## src/hw/rtl/pbe_pkg.sv

```systemverilog
// shared types, constants and round functions for the present block encrypt design
`default_nettype none
package pbe_pkg;

    localparam int BLOCK_W        = 64;
    localparam int KEY_DEPTH      = 32;
    localparam int KEY_AW         = 5;
    localparam int ROUNDS_DEFAULT = 31;
    localparam int QUEUE_DEPTH    = 2;

    // operation codes
    localparam logic OP_LOAD    = 1'b0;
    localparam logic OP_ENCRYPT = 1'b1;

    typedef logic [BLOCK_W-1:0] block_t;

    // one classified item: data carries the key for a load, the plaintext for an encrypt
    typedef struct packed {
        logic              op;
        logic [KEY_AW-1:0] index;
        block_t            data;
    } cmd_t;

    typedef struct packed {
        logic full;
        logic empty;
    } q_status_t;

    typedef struct packed {
        logic pop;
        logic busy;
    } bk_ctrl_t;

    function automatic logic [3:0] sbox4(input logic [3:0] x);
        logic [3:0] y;
        case (x)
            4'h0: y = 4'hC;
            4'h1: y = 4'h5;
            4'h2: y = 4'h6;
            4'h3: y = 4'hB;
            4'h4: y = 4'h9;
            4'h5: y = 4'h0;
            4'h6: y = 4'hA;
            4'h7: y = 4'hD;
            4'h8: y = 4'h3;
            4'h9: y = 4'hE;
            4'hA: y = 4'hF;
            4'hB: y = 4'h8;
            4'hC: y = 4'h4;
            4'hD: y = 4'h7;
            4'hE: y = 4'h1;
            4'hF: y = 4'h2;
            default: y = 4'h0;
        endcase
        return y;
    endfunction

    function automatic block_t sub_layer(input block_t s);
        block_t r;
        for (int n = 0; n < BLOCK_W / 4; n++)
        begin
            r[4*n +: 4] = sbox4(s[4*n +: 4]);
        end
        return r;
    endfunction

    // bit i moves to (16*i) mod 63, top bit stays
    function automatic block_t perm_layer(input block_t s);
        block_t r;
        for (int i = 0; i < BLOCK_W - 1; i++)
        begin
            r[(i * 16) % (BLOCK_W - 1)] = s[i];
        end
        r[BLOCK_W-1] = s[BLOCK_W-1];
        return r;
    endfunction

    function automatic block_t round_fn(input block_t s, input block_t rk);
        return perm_layer(sub_layer(s ^ rk));
    endfunction

endpackage
`default_nettype wire

```

## src/hw/rtl/pbe_ram.sv

```systemverilog
// generic single port ram with registered read
`default_nettype none
module pbe_ram #(
    parameter int WIDTH = 64,
    parameter int DEPTH = 32
) (
    input  wire logic                     clk,
    input  wire logic                     en,
    input  wire logic                     we,
    input  wire logic [$clog2(DEPTH)-1:0] addr,
    input  wire logic [WIDTH-1:0]         wdata,
    output logic      [WIDTH-1:0]         rdata
);

    logic [WIDTH-1:0] mem [DEPTH];

    always_ff @(posedge clk)
    begin
        if (en)
        begin
            if (we)
            begin
                mem[addr] <= wdata;
            end
            else
            begin
                rdata <= mem[addr];
            end
        end
    end

endmodule
`default_nettype wire

```

## src/hw/rtl/pbe_front.sv

```systemverilog
// input stage: takes items, classifies them into commands and feeds the queue
`default_nettype none
module pbe_front (
    input  wire logic                    clk,
    input  wire logic                    rst_n,
    input  wire logic                    push,
    output logic                         full,
    input  wire logic                    operation,
    input  wire logic [4:0]              key_index,
    input  wire logic [63:0]             key_value,
    input  wire logic [63:0]             plaintext,
    input  wire pbe_pkg::q_status_t      q_status,
    output logic                         q_push,
    output pbe_pkg::cmd_t                q_cmd
);
    import pbe_pkg::*;

    logic hold_valid_reg;
    logic hold_valid_next;
    cmd_t hold_cmd_reg;
    cmd_t hold_cmd_next;
    logic accept;

    assign q_push = hold_valid_reg && !q_status.full;
    assign full   = hold_valid_reg && q_status.full;
    assign accept = push && !full;
    assign q_cmd  = hold_cmd_reg;

    always_comb
    begin
        hold_valid_next = hold_valid_reg;
        hold_cmd_next   = hold_cmd_reg;
        if (accept)
        begin
            hold_valid_next     = 1'b1;
            hold_cmd_next.op    = operation;
            hold_cmd_next.index = key_index;
            hold_cmd_next.data  = (operation == OP_LOAD) ? key_value : plaintext;
        end
        else if (q_push)
        begin
            hold_valid_next = 1'b0;
        end
    end

    always_ff @(posedge clk or negedge rst_n)
    begin
        if (!rst_n)
        begin
            hold_valid_reg <= 1'b0;
        end
        else
        begin
            hold_valid_reg <= hold_valid_next;
        end
    end

    always_ff @(posedge clk)
    begin
        hold_cmd_reg <= hold_cmd_next;
    end

endmodule
`default_nettype wire

```

## src/hw/rtl/pbe_queue.sv

```systemverilog
// short command queue between front and back
`default_nettype none
module pbe_queue #(
    parameter int DEPTH = 2
) (
    input  wire logic                clk,
    input  wire logic                rst_n,
    input  wire logic                wr,
    input  wire pbe_pkg::cmd_t       wr_cmd,
    input  wire logic                rd,
    output pbe_pkg::cmd_t            rd_cmd,
    output pbe_pkg::q_status_t       status
);
    import pbe_pkg::*;

    localparam int PTR_W = (DEPTH > 1) ? $clog2(DEPTH) : 1;
    localparam int CNT_W = $clog2(DEPTH + 1);

    cmd_t             entry_reg [DEPTH];
    logic [PTR_W-1:0] wr_ptr_reg;
    logic [PTR_W-1:0] wr_ptr_next;
    logic [PTR_W-1:0] rd_ptr_reg;
    logic [PTR_W-1:0] rd_ptr_next;
    logic [CNT_W-1:0] count_reg;
    logic [CNT_W-1:0] count_next;

    function automatic logic [PTR_W-1:0] ptr_inc(input logic [PTR_W-1:0] p);
        return (p == PTR_W'(DEPTH - 1)) ? '0 : p + PTR_W'(1);
    endfunction

    assign status.full  = (count_reg == CNT_W'(DEPTH));
    assign status.empty = (count_reg == '0);
    assign rd_cmd       = entry_reg[rd_ptr_reg];

    always_comb
    begin
        wr_ptr_next = wr ? ptr_inc(wr_ptr_reg) : wr_ptr_reg;
        rd_ptr_next = rd ? ptr_inc(rd_ptr_reg) : rd_ptr_reg;
        count_next  = count_reg;
        if (wr && !rd)
        begin
            count_next = count_reg + CNT_W'(1);
        end
        else if (rd && !wr)
        begin
            count_next = count_reg - CNT_W'(1);
        end
    end

    always_ff @(posedge clk or negedge rst_n)
    begin
        if (!rst_n)
        begin
            wr_ptr_reg <= '0;
            rd_ptr_reg <= '0;
            count_reg  <= '0;
        end
        else
        begin
            wr_ptr_reg <= wr_ptr_next;
            rd_ptr_reg <= rd_ptr_next;
            count_reg  <= count_next;
        end
    end

    always_ff @(posedge clk)
    begin
        if (wr)
        begin
            entry_reg[wr_ptr_reg] <= wr_cmd;
        end
    end

endmodule
`default_nettype wire

```

## src/hw/rtl/pbe_back.sv

```systemverilog
// execution engine: key store writes, round loop and result register
`default_nettype none
module pbe_back #(
    parameter int ROUNDS = pbe_pkg::ROUNDS_DEFAULT
) (
    input  wire logic                clk,
    input  wire logic                rst_n,
    input  wire pbe_pkg::q_status_t  q_status,
    input  wire pbe_pkg::cmd_t       head,
    output pbe_pkg::bk_ctrl_t        ctrl,
    input  wire logic                pop,
    output logic                     empty,
    output logic [63:0]              ciphertext
);
    import pbe_pkg::*;

    localparam logic [1:0] ST_IDLE  = 2'd0;
    localparam logic [1:0] ST_RUN   = 2'd1;
    localparam logic [1:0] ST_FINAL = 2'd2;

    logic [1:0]        fsm_reg;
    logic [1:0]        fsm_next;
    logic [KEY_AW-1:0] round_reg;
    logic [KEY_AW-1:0] round_next;
    block_t            state_reg;
    block_t            state_next;
    logic              out_valid_reg;
    logic              out_valid_next;
    block_t            out_reg;
    block_t            out_next;

    logic              ram_en;
    logic              ram_we;
    logic [KEY_AW-1:0] ram_addr;
    block_t            ram_rdata;

    pbe_ram #(
        .WIDTH (BLOCK_W),
        .DEPTH (KEY_DEPTH)
    ) u_key_ram (
        .clk   (clk),
        .en    (ram_en),
        .we    (ram_we),
        .addr  (ram_addr),
        .wdata (head.data),
        .rdata (ram_rdata)
    );

    assign empty      = !out_valid_reg;
    assign ciphertext = out_reg;

    always_comb
    begin
        fsm_next       = fsm_reg;
        round_next     = round_reg;
        state_next     = state_reg;
        out_next       = out_reg;
        out_valid_next = out_valid_reg;
        ram_en         = 1'b0;
        ram_we         = 1'b0;
        ram_addr       = head.index;
        ctrl.pop       = 1'b0;
        ctrl.busy      = (fsm_reg != ST_IDLE);

        if (pop && out_valid_reg)
        begin
            out_valid_next = 1'b0;
        end

        case (fsm_reg)
            ST_IDLE:
            begin
                if (!q_status.empty)
                begin
                    ctrl.pop = 1'b1;
                    ram_en   = 1'b1;
                    if (head.op == OP_LOAD)
                    begin
                        ram_we = 1'b1;
                    end
                    else
                    begin
                        // fetch key 0 while the plaintext is latched
                        ram_addr   = '0;
                        state_next = head.data;
                        round_next = '0;
                        fsm_next   = ST_RUN;
                    end
                end
            end
            ST_RUN:
            begin
                state_next = round_fn(state_reg, ram_rdata);
                ram_en     = 1'b1;
                ram_addr   = round_reg + KEY_AW'(1);
                if (round_reg == KEY_AW'(ROUNDS - 1))
                begin
                    fsm_next = ST_FINAL;
                end
                else
                begin
                    round_next = round_reg + KEY_AW'(1);
                end
            end
            ST_FINAL:
            begin
                // final whitening key waits on the ram output until the result slot frees
                if (!out_valid_reg || pop)
                begin
                    out_next       = state_reg ^ ram_rdata;
                    out_valid_next = 1'b1;
                    round_next     = '0;
                    fsm_next       = ST_IDLE;
                end
            end
            default:
            begin
                fsm_next = ST_IDLE;
            end
        endcase
    end

    always_ff @(posedge clk or negedge rst_n)
    begin
        if (!rst_n)
        begin
            fsm_reg       <= ST_IDLE;
            round_reg     <= '0;
            out_valid_reg <= 1'b0;
        end
        else
        begin
            fsm_reg       <= fsm_next;
            round_reg     <= round_next;
            out_valid_reg <= out_valid_next;
        end
    end

    always_ff @(posedge clk)
    begin
        state_reg <= state_next;
        out_reg   <= out_next;
    end

endmodule
`default_nettype wire

```

## src/hw/rtl/present_block_encrypt.sv

```systemverilog
// top level of the present-64 block encryption unit with a loadable round key store
// path: an item passes the input register, then the command queue, to the engine;
//   a key load is then written, an encrypt runs the round loop and the final whitening
// sharing: encrypts run one at a time, as the round loop reuses one round unit
//   and one key store port; loads drain at one per cycle while the engine is idle
// reset: asynchronous, clears queue, engine state and the result slot; key store is not
//   cleared and an entry holds no defined value until it is loaded
`default_nettype none
module present_block_encrypt #(
    parameter int ROUNDS = pbe_pkg::ROUNDS_DEFAULT
) (
    input  wire logic        clk,
    input  wire logic        rst_n,
    // item side, queue style: transfer when push and not full
    input  wire logic        push,
    output logic             full,
    input  wire logic        operation,
    input  wire logic [4:0]  key_index,
    input  wire logic [63:0] key_value,
    input  wire logic [63:0] plaintext,
    // result side, queue style: transfer when pop and not empty
    output logic             empty,
    input  wire logic        pop,
    output logic [63:0]      ciphertext
);
    import pbe_pkg::*;

    logic      q_push;
    cmd_t      q_wr_cmd;
    cmd_t      q_head;
    q_status_t q_status;
    bk_ctrl_t  bk_ctrl;

    // front: holding register that packs a transfer into a command
    pbe_front u_front (
        .clk       (clk),
        .rst_n     (rst_n),
        .push      (push),
        .full      (full),
        .operation (operation),
        .key_index (key_index),
        .key_value (key_value),
        .plaintext (plaintext),
        .q_status  (q_status),
        .q_push    (q_push),
        .q_cmd     (q_wr_cmd)
    );

    // in-order queue keeps loads and encrypts in arrival order, so a load
    // never touches keys that an earlier encrypt still reads
    pbe_queue #(
        .DEPTH (QUEUE_DEPTH)
    ) u_queue (
        .clk    (clk),
        .rst_n  (rst_n),
        .wr     (q_push),
        .wr_cmd (q_wr_cmd),
        .rd     (bk_ctrl.pop),
        .rd_cmd (q_head),
        .status (q_status)
    );

    // back: key store, one round per cycle, result slot
    pbe_back #(
        .ROUNDS (ROUNDS)
    ) u_back (
        .clk        (clk),
        .rst_n      (rst_n),
        .q_status   (q_status),
        .head       (q_head),
        .ctrl       (bk_ctrl),
        .pop        (pop),
        .empty      (empty),
        .ciphertext (ciphertext)
    );

    // the engine never takes a command from an empty queue
    a_pop_not_empty: assert property (@(posedge clk) disable iff (!rst_n)
        bk_ctrl.pop |-> !q_status.empty)
        else $error("engine popped an empty command queue");

    // the front never writes into a full queue
    a_push_not_full: assert property (@(posedge clk) disable iff (!rst_n)
        q_push |-> !q_status.full)
        else $error("front wrote a full command queue");

    // while a block is in the round loop, no further command is taken
    a_busy_no_pop: assert property (@(posedge clk) disable iff (!rst_n)
        bk_ctrl.busy |-> !bk_ctrl.pop)
        else $error("command taken while the engine was busy");

    // a command taken while idle shows the engine busy next cycle only for an encrypt
    a_encrypt_starts: assert property (@(posedge clk) disable iff (!rst_n)
        (bk_ctrl.pop && q_head.op == OP_ENCRYPT) |=> bk_ctrl.busy)
        else $error("encrypt command did not start the round loop");

endmodule
`default_nettype wire

```

## config.mk

```make
export PLATFORM = sky130hd
export DESIGN_NAME = present_block_encrypt
export DESIGN_NICKNAME = d
export VERILOG_FILES = /design/src/hw/rtl/pbe_pkg.sv /design/src/hw/rtl/pbe_ram.sv /design/src/hw/rtl/pbe_front.sv /design/src/hw/rtl/pbe_queue.sv /design/src/hw/rtl/pbe_back.sv /design/src/hw/rtl/present_block_encrypt.sv
export SDC_FILE = /design/constraint.sdc
export NUM_CORES = 2
export LEC_CHECK = 0
export ABC_AREA = 1
export BUFFER_PORTS_ARGS = -buffer_cell sky130_fd_sc_hd__buf_2
export CORE_MARGIN = 2
export CORE_UTILIZATION = 40
export CTS_CLUSTER_DIAMETER = 80
export DETAILED_ROUTE_END_ITERATION = 8
export SYNTH_ARGS = -nofsm -noshare
export SYNTH_HDL_FRONTEND = slang
export SYNTH_SLANG_ARGS = --single-unit
```

## constraint.sdc

```tcl
create_clock -name clk -period 5.34 [get_ports clk]
set_input_delay 1.068 -clock clk [delete_from_list [all_inputs] [get_ports clk]]
set_output_delay 1.068 -clock clk [all_outputs]
set_load 0.01 [all_outputs]
```

==> flow_metrics.tcl <==
set metrics [dict create \
    outcome "complete, no violations" \
    portBuffers 203 \
    synth.avg_cell_area_um2 10.9 \
    cellLeakagePower_nw 46.9 \
    htree_levels 4 \
    core_area_um2 259000 \
    netlist.top_cell.by_area "edfxtp_1" \
    cp_cell_sequence "inv_2, nand2_1, nand3_1, nand2_4, a21oi_4, buf_4, nand3_1, nor2_4, buf_12" \
    setup-tns-final_ns 0 \
    post_cts.resized_instances 0 \
    placement.cell_area_um2 109000 \
    ys_types 32 \
    route.detailed.vias_per_inst 5.33 \
    final_setup_violating_endpoints 0 \
    postSynthRegisterBits 2463 \
    ant_nets 0 \
    slew_violations 0 \
    post-route-period-util_pct 88.4 \
    rows 187 \
    clock_tree_skew_after_final_layout_ns 0.0543 \
    setup_repair_after_global_routing_missed_its_margin "false" \
    worstHoldPathType "in -> async" \
    yosys_warnings 0 \
    via_count_of_the_first_global_routing_pass 67300 \
    die-width_um 515 \
    cts_root_buffer "clkbuf_16" \
    cell_occurring_most_often_along_the_worst_timing_path "nand3_1" \
    finalNetCount 9890 \
    clock.fmax_ghz 0.212 \
    drt-total-wl_mm 307 \
    detailedRoute.firstIterationViolations 8572 \
    grt_pass1_wl_mm 448 \
    crit_slowest_cell "nor2_4" \
    initial_utilization_pct 40.2 \
    die_h_um 515 \
    clock_pin_slew_worst_setup_and_hold_paths_ns 0.06 \
    cts_bufs_inserted 240 \
    worstSetupPathType "reg -> reg" \
    worst-slew-pin-transition_ns 1.23 \
    worst_slew_margin_rel_pct 17.0 \
    total_power_w 0.0794 \
    number_of_nets_produced_by_synthesis 9830 \
    areaGrowthSynthToFinish_pct 12.3 \
    cts.hold.buffers_added 0 \
    cp_slowest_stage_delay_ns 1.04 \
    grt_start_max_net_pins 198 \
    final_cell_area_um2 117000 \
    yosysSeqAreaShare_pct 70.8 \
    post_synth_inst_count 9609 \
    drt_pre_antenna_iters 6 \
    remaining_drc_errors 0 \
    crit_path_max_fanout 38 \
    post_cts.repair.setup_buffers 0 \
    max_cap_viol_count 0 \
    synthDominantCellAreaShare_pct 70.5 \
    fillerInstances 23500 \
    pwr_density_cell_nw_per_um2 677 \
    multiInputGateArea_um2 28200 \
    cts_max_path_buffers 3 \
    global_route.usage.total_pct 22.6 \
    worst_skew_pair_latency_ns 0.90 \
    antenna_found_initial 7 \
    clock_sink_total 2463 \
    layout-drive-gt1-share_pct 8.89 \
    final-seq-area_um2 73900 \
    floorplan.io_pins 204 \
    final-hold-violation-count 0 \
    cts_tree "done" \
    wl_per_cell_um 23.1 \
    die_area_um2 265000 \
    largest_reg_flops 2048 \
    total_congestion_overflow 0 \
    dpl.hpwl_mm 166 \
    post_synth_main_area_contributors "edfxtp_1, nand2_1, nand3_1" \
    route.vias.total 70800 \
    critical_path_arrival_ns 5.24 \
    mappedNetlistArea_um2 104000 \
    globalplace.congestion 0.837 \
    critical_path_rt_ns 5.86 \
    ir_worst_vdd_mv 0.801 \
    worst_setup_path_end_kind "flip-flop" \
    fin_crit_ns 4.72 \
    worst_setup_path_start_kind "flip-flop" \
]
==> synthesized netlist by cell type (all sizes together) <==
| cell type | instances |
|---|---|
| a21oi | 17 |
| a31oi | 9 |
| buf | 279 |
| clkbuf | 266 |
| dfrtp | 13 |
| edfxtp | 2450 |
| ha | 83 |
| inv | 108 |
| mux2 | 64 |
| nand2 | 4782 |
| nand3 | 1034 |
| nand4 | 3 |
| nor2 | 217 |
| nor3 | 5 |
| o2111ai | 13 |
| o211ai | 9 |
| o21ai | 135 |
| o221ai | 5 |
| o22ai | 10 |
| o31ai | 8 |
| or2 | 32 |
| xnor2 | 49 |
| xor2 | 18 |
==> where the power goes <==
group / switching, W / internal [W] / leakage (nW) / total, W
clock: 0.00746 / 0.00944 / 3.77 / 0.0169
combinational: 0.0266 / 0.00851 / 20.7 / 0.0352
sequential: 0.000947 / 0.0264 / 22.5 / 0.0273
==> path summary, 6_finish.rpt <==
| path | end | slack [ns] | cells after the start | startpoint |
|---|---|---|---|---|
| hold / removal | u_queue.count_reg[0] | 0.08 | 1 | rst_n |
| setup reg to reg | u_back.u_key_ram.mem[5][14] | 0.62 | 9 | u_queue.rd_ptr_reg |
| hold reg to reg | u_queue.entry_reg[0][55] | 0.44 | 0 | u_front.q_cmd[55] |
| max in group asynchronous | u_queue.rd_ptr_reg | 4.98 | 1 | rst_n |
| min in group clk | u_front.q_cmd[66] | 0.36 | 1 | key_index[2] |
| setup / recovery | u_back.u_key_ram.mem[5][14] | 0.62 | 9 | u_queue.rd_ptr_reg |
==> stage by stage <==
stage / hold slack, ns / instances / util (%) / setup WS [ns]
global placement: 0.428 / 12800 / 42.2 / 0.708
global route: 0.0476 / 13300 / 45.2 / 0.340
CTS: 0.0332 / 13300 / 45.2 / 0.580
detailed placement: 0.431 / 12800 / 42.2 / 0.639
floorplan: 0.421 / 9609 / - / 0.400
finish: 0.0769 / 13300 / 45.2 / 0.618
==> layout by cell type, fill, tap and decap left out, types with 20 or more instances in the layout <==
cell type  netlist  layout
nor2_4           0      41
clkinv_1         0      57
or2_2           32      32
nand2_2          4      24
clkbuf_16        0     243
nand2_1       4775    4753
nand3_1       1034    1034
mux2_2          64      64
edfxtp_1      2450    2450
nor2_1         216     175
buf_2          210     203
xnor2_1         49      49
buf_12           0      43
clkbuf_1       266      53
buf_4            7     117
ha_1            83      83
clkinv_2         0      39
bufinv_16        0      20
o21ai_0        135     135
inv_1          106     102
==> routing by layer <==
layer | up-vias | track usage [%] | wire length, um
li1 | 32500 | - | -
met1 | 34800 | 30.7 | 126000
met2 | 3003 | 37.0 | 146000
met3 | 491 | 2.88 | 22700
met4 | 2 | 8.68 | 12400
met5 | - | 0 | 18
==> kinds of logic after synthesis <==
group | after synthesis | share of synthesized area, %
buffers and inverters | 653 | 2.64
AND/OR/NAND/NOR | 6073 | 23.2
XOR/XNOR | 67 | 0.562
AO/OA/AOI/OAI | 206 | 1.12
flip-flops | 2463 | 70.8
adder cells (fa/ha/maj) | 83 | 0.995
multiplexers | 64 | 0.690
==> worst max-delay path: cells and delay by family, from the launching register on <==
family | cells | cell delay [ns]
AO/OA/AOI/OAI | 1 | 0.29
flip-flops | 1 | 0.63
buffers and inverters | 3 | 1.22
AND/OR/NAND/NOR | 5 | 2.15
==> cell type report <==
type | instances | share of cell area, %
clock inverter | 143 | 1.17
timing repair buffer | 363 | 2.35
multi-input combinational | 6493 | 24.0
clock buffer | 305 | 5.46
sequential | 2463 | 63.0
inverter | 108 | 0.356
antenna | 3 | 0.00640
tap | 3402 | 3.63
No activity file was read; power rests on OpenSTA's default activity.
